--- config.mk ---
export PLATFORM = sky130hd
export DESIGN_NAME = lfupr_cell
export DESIGN_NICKNAME = d
export VERILOG_FILES = /design/src/sv/lfupr_pkg.sv /design/src/sv/lfupr_cell.sv
export SDC_FILE = /design/constraint.sdc
export NUM_CORES = 1
export LEC_CHECK = 0
export ABC_AREA = 1
export BUFFER_PORTS_ARGS = -buffer_cell sky130_fd_sc_hd__buf_2
export CORE_UTILIZATION = 45
export DETAILED_ROUTE_END_ITERATION = 6
export GPL_ROUTABILITY_DRIVEN = 1
export MAX_ROUTING_LAYER = met4
export PLACE_DENSITY_LB_ADDON = 0.1
export SKIP_LAST_GASP = 1
export SYNTH_ARGS = -nofsm -noshare
export SYNTH_HDL_FRONTEND = slang
export SYNTH_SLANG_ARGS = --single-unit
--- constraint.sdc ---
create_clock -name clk -period 2.25 [get_ports clk]
set_clock_uncertainty 0.1 [all_clocks]
set_input_delay 0.3375 -clock clk [delete_from_list [all_inputs] [get_ports clk]]
set_output_delay 0.3375 -clock clk [all_outputs]
set_load 0.01 [all_outputs]
--- src/sv/lfupr_pkg.sv ---
// ----------------------------------------------------------------------------
// lfupr_pkg: shared types and constants of the LFU page replacement unit
// Sizes of the page store, the cell command and the cell chain word.
// ----------------------------------------------------------------------------
`default_nettype none
package lfupr_pkg;
	localparam int ENTRIES     = 64;
	localparam int IDX_W       = 6;
	localparam int OCC_W       = 7;
	localparam int FREQ_LEVELS = 16;
	localparam int CNT_W       = 5;
	localparam int PAGE_BITS   = 48;
	localparam int CAP_W       = 7;

	typedef enum logic [1:0] {
		K_NONE   = 2'd0,
		K_HIT    = 2'd1,
		K_INS    = 2'd2,
		K_INS_EV = 2'd3
	} kind_t;

	typedef struct packed {
		logic                 apply;
		kind_t                kind;
		logic [PAGE_BITS-1:0] page;
		logic [CNT_W-1:0]     c_old;
		logic [IDX_W-1:0]     r_old;
		logic [CNT_W-1:0]     c_new;
		logic [IDX_W-1:0]     new_rank;
	} cmd_t;

	typedef struct packed {
		logic hit;
		logic free;
		logic vic;
	} sel_t;

	typedef struct packed {
		logic                 free;
		logic [PAGE_BITS-1:0] page;
		logic [CNT_W-1:0]     cnt;
		logic [IDX_W-1:0]     rank;
	} chain_t;
endpackage
`default_nettype wire

--- src/sv/lfupr_cell.sv ---
// ----------------------------------------------------------------------------
// lfupr_cell: one entry of the page store
// Holds page, use count and age rank; compares against the broadcast page,
// applies the broadcast update and passes the chain word to its neighbor.
// ----------------------------------------------------------------------------
`default_nettype none
module lfupr_cell (
	input  wire                     clk,
	input  wire                     arst_n,
	input  lfupr_pkg::cmd_t         cmd,
	input  lfupr_pkg::sel_t         sel,
	input  lfupr_pkg::chain_t       chain_i,
	output lfupr_pkg::chain_t       chain_o,
	output logic                    match,
	output logic                    first_free,
	output logic                    vic_cand
);
	logic                            valid_q;
	logic [lfupr_pkg::PAGE_BITS-1:0] page_q;
	logic [lfupr_pkg::CNT_W-1:0]     count_q;
	logic [lfupr_pkg::IDX_W-1:0]     rank_q;
	logic                            dec;

	assign match      = valid_q && (page_q == cmd.page);
	assign vic_cand   = valid_q && (count_q == lfupr_pkg::CNT_W'(1)) && (rank_q == '0);
	assign first_free = !valid_q && !chain_i.free;
	assign dec        = valid_q && (count_q == cmd.c_old) && (rank_q > cmd.r_old);

	always_comb begin
		chain_o.free = chain_i.free | ~valid_q;
		chain_o.page = chain_i.page | (sel.vic ? page_q : '0);
		chain_o.cnt  = chain_i.cnt | (match ? count_q : '0);
		chain_o.rank = chain_i.rank | (match ? rank_q : '0);
	end

	always_ff @(posedge clk or negedge arst_n) begin
		if (!arst_n) begin
			valid_q <= 1'b0;
		end else if (cmd.apply) begin
			if ((cmd.kind == lfupr_pkg::K_INS || cmd.kind == lfupr_pkg::K_INS_EV)
			    && sel.free) begin
				valid_q <= 1'b1;
			end else if (cmd.kind == lfupr_pkg::K_INS_EV && sel.vic) begin
				valid_q <= 1'b0;
			end
		end
	end

	always_ff @(posedge clk) begin
		if (cmd.apply) begin
			case (cmd.kind)
				lfupr_pkg::K_HIT: begin
					if (sel.hit) begin
						count_q <= cmd.c_new;
						rank_q  <= cmd.new_rank;
					end else if (dec) begin
						rank_q <= rank_q - 1'b1;
					end
				end
				lfupr_pkg::K_INS, lfupr_pkg::K_INS_EV: begin
					if (sel.free) begin
						page_q  <= cmd.page;
						count_q <= lfupr_pkg::CNT_W'(1);
						rank_q  <= cmd.new_rank;
					end else if (cmd.kind == lfupr_pkg::K_INS_EV && !sel.vic && dec) begin
						rank_q <= rank_q - 1'b1;
					end
				end
				default: ;
			endcase
		end
	end
endmodule
`default_nettype wire

==> impl_metrics.yaml <==
floorplanning:
  io_pins: 201
  rows: 34
  die_area_um2: 9750
  die_h_um: 98.7
  fp.dieW_um: 98.7
  start_util_pct: 47.4
  core_um2: 8890
logic_synthesis:
  async_flop_share_pct: 1.67
  synth_area_leaders: "edfxtp_1, nand2_1, inv_1, o21bai_1, nor2_1"
  synth_largest_area_cell: "edfxtp_1"
  ys_seq_area_share_pct: 42.7
  synth.net_count: 729
  synth_top_area_share_pct: 42.1
  yosysMostFrequentCell: "nand2_1"
  synth_edf_count: 59
  synth_ff_type: "edfxtp_1"
  netlist_area_um2: 4210
  synth_cell_types: 32
  syn-instance-count: 584
  synth_common_cells: "nand2_1, inv_1, nor2_1, edfxtp_1, o21bai_1"
  ys_ff_latch: 60
  syn_area_per_cell_um2: 7.21
  ys_warn_count: 0
routing:
  ant_nets: 0
  routed_wirelength_um: 12600
  post_drt_wl_per_cell_um: 13.7
  vias: 4484
  drc: 0
  dr.first_iter.drc_count: 222
  drt_pass1_iterations: 5
  via_per_inst: 4.90
timing:
  timing.fmax_mhz: 422
  setup_violations: 11
  worst_hold_slack_ps: 91.6
  tightest_slew_ps: 430
  slew_headroom_pct: 71.2
  setup_tns_ps: -1050
  period_minus_slack_ps: 2370
  rsz0062_at_grt: "true"
  drv_slew: 0
  post-route-period-util_pct: 105
  setup_ws_ps: -117
  hold_viol_final: 0
global_routing:
  grt_max_degree: 49
  track_usage_pct: 25.5
  antenna_found_initial: 0
  grt_pass1_wl_um: 18300
  grt_pass1_vias: 3923
  grt-ovfl-total: 0
layout:
  diodes: 0
  final_area_um2: 5770
  fin_cells: 916
  area_growth_pct: 37.1
  drive_gt1_share_pct: 34.4
  final_nets: 949
power_and_ir_drop:
  vdd_drop_max_mv: 0.327
  powerDensity_nw_per_um2: 485
  p_leak_nw: 3.14
flow_run:
  drv_cap: 0
worst_hold_path:
  min_path_type: "in -> reg"
  hold_start: "cmd[22]"
critical_path:
  cp-end-kind: "output port"
  worstPathMaxFanout: 5
  criticalPathCategory: "reg -> out"
  setup.worst_path.start: "page_q[0]"
  cp-start-kind: "flip-flop"
  worstPathArrival_ps: 1930
  rr_startpoint: "rank_q[5]"
  crit_required_ps: 1810
status:
  status: "finished with violations"
  violations: "negative setup slack"
clocking:
  root_buffer: "clkbuf_8"
  clk_pin_slew_ps: 60
  numCtsBuffers: 9
  htreeDepth: 3
  cts_buffer_depth: 2
  cts_tree: "yes"
  clk_latency_ps: 340
  cts.sinks: 60
place:
  port_buffers: 200
  placed_area_um2: 5380
  placedCellCount: 890
  place_congestion: 0.863
  post-dp-hpwl_um: 10000
-- metrics by stage --
| stage | setup slack [ps] | total power (W) | util [%] |
|---|---|---|---|
| finish | -117 | 0.00280 | 64.9 |
| global route | -228 | 0.00293 | 64.9 |
| CTS | -81.6 | 0.00278 | 62.6 |
| detailed placement | 152 | 0.00200 | 60.5 |
| global placement | 177 | 0.00198 | 60.5 |
| floorplan | 297 | 0.00170 | - |
-- worst max-delay path: stages, from the launching register on --
cell       delay (ps)
edfxtp_1          440
nand2_2           110
nand2_1            60
nor2_1             90
nand2_1            70
nor2_2            140
nand2_2            80
nor2_4            190
clkbuf_16         180
nand3_2            50
nand2_1            60
buf_2             120
-- layout make-up --
class                      count  area, um^2
fill                         840        3120
clock buffer                  10         128
multi-input combinational    384        2020
timing repair buffer         217        1180
inverter                     132         495
sequential                    60        1800
tap                          108         135
clock inverter                 5        20.0
-- flip-flops by register name (all words and copies together) (netlist names) --
register and flops:
page_q 48, valid_q 1, rank_q 6, count_q 5
-- worst paths after layout --
kind                         endpoint  slack, ps  cells past startpoint
hold / removal              page_q[0]         90                      1
hold reg to reg             rank_q[0]        530                      1
setup / recovery           chain_o[8]       -120                     11
setup reg to reg            rank_q[4]        170                     10
max in group asynchronous     valid_q       1740                      2
min in group asynchronous     valid_q        230                      2
-- repair_timing --
action / 4_1_cts / 5_1_grt
pin swaps: 2 / 36
endpoints found under the setup margin: 11 / 18
hold buffers: 1 / 0
gates resized for setup: 8 / 42
buffers inserted: 0 / 8
gates cloned: 0 / 2
endpoints found under the hold margin: 1 / 0
-- cells in the final DEF (no fill, tap or decap), types with 11 or more instances in the layout --
cell / netlist / final
buf_2: 0 / 200
nand2_1: 171 / 150
inv_1: 130 / 125
nor2_1: 75 / 66
edfxtp_1: 59 / 59
o21bai_1: 43 / 43
nand2_2: 1 / 22
nand3_1: 21 / 14
nand4_1: 12 / 12
o21ai_0: 12 / 12
buf_4: 2 / 11
-- kinds of logic after synthesis --
kind of cell	synth area share, %
fa+ha+maj	2.08
flops	42.7
simple gates	28.3
xor+xnor	2.08
compound gates	12.0
buf+inv	12.9
-- routing by layer --
| layer | up-vias | GRT usage (%) | part of all wire, % |
|---|---|---|---|
| li1 | 2264 | - | - |
| met1 | 1991 | 34.3 | 46 |
| met2 | 216 | 39.8 | 46 |
| met3 | 13 | 4.40 | 7.3 |
| met4 | 0 | 7.00 | 1.1 |
| met5 | - | - | 0 |
-- power by group --
| group | internal [W] | switching [W] | total (W) | leakage [nW] |
|---|---|---|---|---|
| combinational | 0.000293 | 0.000374 | 0.000668 | 2.51 |
| clock | 0.000377 | 0.000415 | 0.000792 | 0.0761 |
| sequential | 0.00130 | 0.0000438 | 0.00134 | 0.551 |
No activity file was read; power rests on OpenSTA's default activity.
